[src/sv/m3pow_pkg.sv]
`default_nettype none
// ----------------------------------------------------------------------------
// m3pow_pkg
// Shared types and constants for the 3x3 matrix power unit: request and
// response payloads, sequencer states and matrix storage geometry.
// ----------------------------------------------------------------------------
package m3pow_pkg;

    localparam int ELEM_W       = 64;
    localparam int HALF_W       = ELEM_W / 2;
    localparam int POW_W        = 32;
    localparam int MAT_DIM      = 3;
    localparam int MAT_ELEMS    = MAT_DIM * MAT_DIM;
    localparam int NUM_BANKS    = 3;
    localparam int RAM_DEPTH    = NUM_BANKS * MAT_ELEMS;
    localparam int RAM_AW       = $clog2(RAM_DEPTH);
    localparam int BANK_W       = 2;
    localparam int IDX_W        = 2;
    localparam int ELEM_IDX_W   = $clog2(MAT_ELEMS + 1);
    localparam int EXP_BITS_DEF = 32;

    // bank that receives the base matrix on load
    localparam logic [BANK_W-1:0] BANK_LOAD = '0;

    typedef struct packed {
        logic signed [ELEM_W-1:0] base_r0c0;
        logic signed [ELEM_W-1:0] base_r0c1;
        logic signed [ELEM_W-1:0] base_r0c2;
        logic signed [ELEM_W-1:0] base_r1c0;
        logic signed [ELEM_W-1:0] base_r1c1;
        logic signed [ELEM_W-1:0] base_r1c2;
        logic signed [ELEM_W-1:0] base_r2c0;
        logic signed [ELEM_W-1:0] base_r2c1;
        logic signed [ELEM_W-1:0] base_r2c2;
        logic        [POW_W-1:0]  power;
    } t_req;

    typedef struct packed {
        logic signed [ELEM_W-1:0] out_r0c0;
        logic signed [ELEM_W-1:0] out_r0c1;
        logic signed [ELEM_W-1:0] out_r0c2;
        logic signed [ELEM_W-1:0] out_r1c0;
        logic signed [ELEM_W-1:0] out_r1c1;
        logic signed [ELEM_W-1:0] out_r1c2;
        logic signed [ELEM_W-1:0] out_r2c0;
        logic signed [ELEM_W-1:0] out_r2c1;
        logic signed [ELEM_W-1:0] out_r2c2;
    } t_rsp;

    typedef enum logic [3:0] {
        S_IDLE,
        S_LOAD,
        S_BIT,
        S_RD,
        S_M0,
        S_M1,
        S_M2,
        S_ACC,
        S_OUTW,
        S_OUT
    } t_state;

    typedef enum logic {
        OP_MUL,
        OP_SQR
    } t_op;

endpackage
`default_nettype wire

[src/sv/m3pow_ram.sv]
`default_nettype none
// ----------------------------------------------------------------------------
// m3pow_ram
// Generic RAM: one write port, two read ports with enable and registered
// read data.
// ----------------------------------------------------------------------------
module m3pow_ram #(
    parameter int WIDTH = m3pow_pkg::ELEM_W,
    parameter int DEPTH = m3pow_pkg::RAM_DEPTH
) (
    input  wire logic                     i_clk,
    input  wire logic                     i_we,
    input  wire logic [$clog2(DEPTH)-1:0] i_waddr,
    input  wire logic [WIDTH-1:0]         i_wdata,
    input  wire logic                     i_re_a,
    input  wire logic [$clog2(DEPTH)-1:0] i_raddr_a,
    output logic      [WIDTH-1:0]         o_rdata_a,
    input  wire logic                     i_re_b,
    input  wire logic [$clog2(DEPTH)-1:0] i_raddr_b,
    output logic      [WIDTH-1:0]         o_rdata_b
);

    logic [WIDTH-1:0] r_mem [DEPTH];

    always_ff @(posedge i_clk) begin
        if (i_we) begin
            r_mem[i_waddr] <= i_wdata;
        end
        if (i_re_a) begin
            o_rdata_a <= r_mem[i_raddr_a];
        end
        if (i_re_b) begin
            o_rdata_b <= r_mem[i_raddr_b];
        end
    end

endmodule
`default_nettype wire

[config.mk]
export PLATFORM = sky130hd
export DESIGN_NAME = m3pow_ram
export DESIGN_NICKNAME = d
export VERILOG_FILES = /design/src/sv/m3pow_pkg.sv /design/src/sv/m3pow_ram.sv
export SDC_FILE = /design/constraint.sdc
export NUM_CORES = 2
export LEC_CHECK = 0
export BUFFER_PORTS_ARGS = -buffer_cell sky130_fd_sc_hd__buf_4
export CAP_MARGIN = 20
export CELL_PAD_IN_SITES_DETAIL_PLACEMENT = 1
export CELL_PAD_IN_SITES_GLOBAL_PLACEMENT = 1
export CORE_MARGIN = 3
export CORE_UTILIZATION = 40
export DETAILED_ROUTE_END_ITERATION = 10
export MAX_ROUTING_LAYER = met4
export PLACE_DENSITY_LB_ADDON = 0.1
export REMOVE_ABC_BUFFERS = 1
export SETUP_SLACK_MARGIN = 0.1
export SYNTH_ARGS = -nofsm -noshare
export SYNTH_HDL_FRONTEND = slang
export SYNTH_SLANG_ARGS = --single-unit
export TNS_END_PERCENT = 30
[constraint.sdc]
create_clock -name i_clk -period 8.6 [get_ports i_clk]
set_input_delay 1.29 -clock i_clk [delete_from_list [all_inputs] [get_ports i_clk]]
set_output_delay 1.29 -clock i_clk [all_outputs]
set_load 0.05 [all_outputs]
==> Yosys cells after proc, flatten, opt, wreduce, memory -nomap -nowiden <==
Memory sizes are Yosys's and may differ from the RTL's. A register that Yosys moved wholly into a read port is not among the register bits.
Index checks and enable logic that the tools add are counted.
{ "classes": {"n_reduce_logical": 0, "multipliers": 0, "n_eq_ne": 0, "n_addsub": 0, "magnitude_cmp": 0, "n_mux": 2, "shift": 0, "n_bitwise": 0, "div_mod_pow": 0} }
{ "op_table": {"columns": ["op", "n"], "rows": [
  ["1-bit two-way mux", 2]
]} }
{ "totals": {"ramBits": 1728, "memories": 1, "inputBits": 83, "latch_bits": 0, "reg_bits": 0, "romBits": 0, "wordCells": 3} }
{ "mem_list": {"columns": ["name", "words", "width", "read_ports", "rd_ports_with_merged_regs", "wr", "line_no", "rtl"], "rows": [
  ["r_mem", 27, 64, 2, 2, 1, "m3pow_ram.sv:23", "logic [WIDTH-1:0] r_mem [DEPTH];"]
]} }

==> Longest topological paths before layout <==
{ "logic_depth": {"word_depth": 2, "ltp_mapped": 9, "depth_no_buf": 4} }

==> Worst setup path before layout <==
OpenSTA, ideal clock, no wires.
{ "synth_timing": {"kind": "input port to flip-flop", "start": "input i_waddr[0]", "end": "memory r_mem[20][0] (netlist bit) (enable)", "path_slack_ns": 3.502, "path_buffers": 1, "path_stages": 3, "required_ns": 8.114, "setup_ns": 0.486, "t_arrival_ns": 4.611, "cell_sequence": "or3b_2 clkbuf_1 nor2_1"} }
{ "synth_lines": {"columns": ["item", "line_no", "rtl"], "rows": [
  ["from (decl)", "m3pow_ram.sv:13", "input wire logic [$clog2(DEPTH)-1:0] i_waddr,"],
  ["to (decl)", "m3pow_ram.sv:23", null]
]} }
No word-level cell before the write port.

==> impl_metrics.toml <==
[yosys]
synth.avg_cell_area_um2 = 20.9
syn_area_mm2 = 0.0837
synth_cell_types = 20
syn_inst = 4007
ys_ff_latch = 1856
yosysWarnings = 0
ys_seq_area_frac = 0.666

[pwr]
p_clk_frac = 0.415
comb_power_share = 0.086
p_leak_nw = 29.9
total_power_w = 0.0205
seq_power_share = 0.499
p_sw_w = 0.00472
vdd_drop_max_mv = 0.215
power_density_mw_per_mm2 = 216
switching_share = 0.231
p_int_w = 0.0157

[critical_path]
cp_slowest_stage_delay_ps = 610
worst-r2r-setup-slack_ps = 6490
cp_num_buf_inv = 3
critPathMaxFanout = 44
critPathKind = "in -> reg"
reg2reg_to = "o_rdata_a[21]"
crit_top_cell = "buf_4"
r2r_cells = 4
worstPathRequired_ps = 9120
reg2reg_from = "r_mem[13][21]"
arrival_ps = 4130
critical_path.startpoint_type = "input port"
crit_chain = "buf_8 -> buf_4 -> buf_4 -> mux4_2 -> mux2_2 -> o22ai_1 -> a221oi_1"
end_kind = "register"
cp_top_family = "buffers and inverters"
crit_slowest_cell = "buf_4"

[outcome]
status = "finished, final reports clean"

[timing]
fin_skew_ps = 26.7
max_freq_mhz = 277
worst_slew_margin_rel = 0.252
period_needed_ps = 3610
finalHoldViolCount = 0
setup_violations = 0
setup_ws_ps = 4990
timing.final.crit_share = 0.419
rsz0062_at_grt = "no"
worstMarginPinSlew_ps = 1120
tns_ps = 0
drv_slew = 0

[floorplan]
pin_count = 211
rows = 167
dieArea_mm2 = 0.215
die_w_um = 463
die_y_um = 463
core_area_mm2 = 0.207
initial_core_util = 0.403

[finish]
nNetsFinal = 4304
utilization = 0.456
area_growth_syn_to_layout_pct = 13.1
drive_above_1_share = 0.377

[detailed_routing]
avgViaCountPerCell = 6.15
wire_per_inst_um = 35.3
drtIter0Drc = 4327
vias = 44200
drc = 0
wl_um = 253000
drt-pass1-iter-count = 7
ant_nets = 0

[job]
maxCapViolations = 0

[global_route]
grt_max_degree = 121
antenna_found_initial = 12
grt_pass1_vias = 47500
globalRouteOverflowTotal = 0
grt_usage = 0.241
grt_pass1_wl_um = 362000

[clock_network]
ctsResizeCount = 0
hold_buffers = 0
cts_buffer_depth = 3
numClockSinks = 1856
postCtsSetupRepairBufs = 0
clkSlewWorstSetupHoldPaths_ps = 60
htree_levels = 4
cts_buffers = 201
cts_tree = "yes"
root_buffer = "clkbuf_16"
clock_latency_ps = 850

[hold_path]
holdPathEnd = "o_rdata_a[4]"
hp-start = "r_mem[26][4]"
holdPathStages = 2
hold_class = "reg -> reg"

[place]
dp_hpwl_um = 138000
port_buffers = 210
dp_slack_ps = 4090
place_congestion = 0.765
[final cells by class]
cell class              count  area [um2]
clock buffers             247        5290
well taps                2788        3490
flip-flops and latches   1856       55700
multi-input cells        1839       26300
repair buffers            323        2810
diodes                      7        17.5
fillers                 18800      113000
clock inverters           124        1100
[cell families after synthesis]
| family | synth area share |
|---|---|
| AND/OR/NAND/NOR | 0.00848 |
| flip-flops | 0.666 |
| multiplexers | 0.272 |
| AO/OA/AOI/OAI | 0.0306 |
| buffers and inverters | 0.0233 |
[through the flow]
stage          hold WS (ps)  cell area [um2]  std cells
6_report                774            94700       7184
5_1_grt                 789            94700       7182
4_1_cts                 769            94700       7176
3_5_place_dp            777            88300       6805
3_3_place_gp            762            88100       6798
2_1_floorplan           736            81700       3695
[cells in the mapped netlist, drive strengths merged]
cell type | n | share of area
edfxtp | 1856 | 0.67
mux4 | 768 | 0.21
mux2 | 256 | 0.034
mux2i | 256 | 0.031
buf | 236 | 0.020
nor2 | 158 | 0.0071
a21oi | 128 | 0.0077
a221oi | 128 | 0.013
o22ai | 128 | 0.0096
clkbuf | 76 | 0.0034
nand3b | 5 | 0.00045
nand2b | 4 | 0.00030
or3b | 3 | 0.00031
and2 | 2 | 0.00015
nand2 | 1 | 0.000045
nand3 | 1 | 0.000060
or3 | 1 | 0.000075
[layout by cell type, fill, tap and decap left out, types with 3 or more instances in the layout]
cell / count
a221oi_1: 128
clkinvlp_4: 7
clkinv_2: 30
clkbuf_1: 42
o22ai_1: 128
or3b_2: 3
bufinv_16: 19
edfxtp_1: 1856
diode_2: 7
mux4_2: 768
clkinv_1: 59
mux2_2: 256
nor2_1: 129
clkbuf_16: 205
inv_6: 5
buf_12: 27
a21oi_1: 128
buf_4: 290
buf_8: 6
mux2i_1: 256
nand3b_1: 5
nor2_4: 29
nand2b_4: 4
[state kept, by name, summed over array words and instances, names as in the netlist]
signal     cells
o_rdata_a     64
o_rdata_b     64
r_mem       1728
[worst max path at each step]
stage	from	end	slack, ps	cells after the start
2_1_floorplan	i_waddr[0]	r_mem[20][0]	3570	2
6_report	i_raddr_b[0]	o_rdata_b[22]	4990	7
3_3_place_gp	i_raddr_b[0]	o_rdata_b[22]	4070	7
4_1_cts	i_raddr_b[0]	o_rdata_b[22]	5000	7
3_5_place_dp	i_raddr_b[0]	o_rdata_b[22]	4090	7
5_1_grt	i_raddr_b[0]	o_rdata_b[22]	4820	7
[tightest hold or removal path, cell delays in order, from the launching register on]
cell	delay [ps]
edfxtp_1	380
a21oi_1	130
a221oi_1	90
[power groups by stage]
stage	clock network (W)	registers (W)	logic, W
finish	0.00849	0.0102	0.00177
global route	0.00908	0.0102	0.00188
CTS	0.00870	0.0102	0.00179
detailed placement	0	0.0104	0.00179
global placement	0	0.0104	0.00178
floorplan	0	0.0106	0.000737
[routing by layer]
metal  vias up  wire (um)  track usage
li1      17900          -            -
met1     24600     109000        0.321
met2      1315     126000        0.390
met3       351      11900       0.0319
met4         0       6770       0.0681
met5         -          0            -
Note: power is estimated with default switching activity, not from simulation.
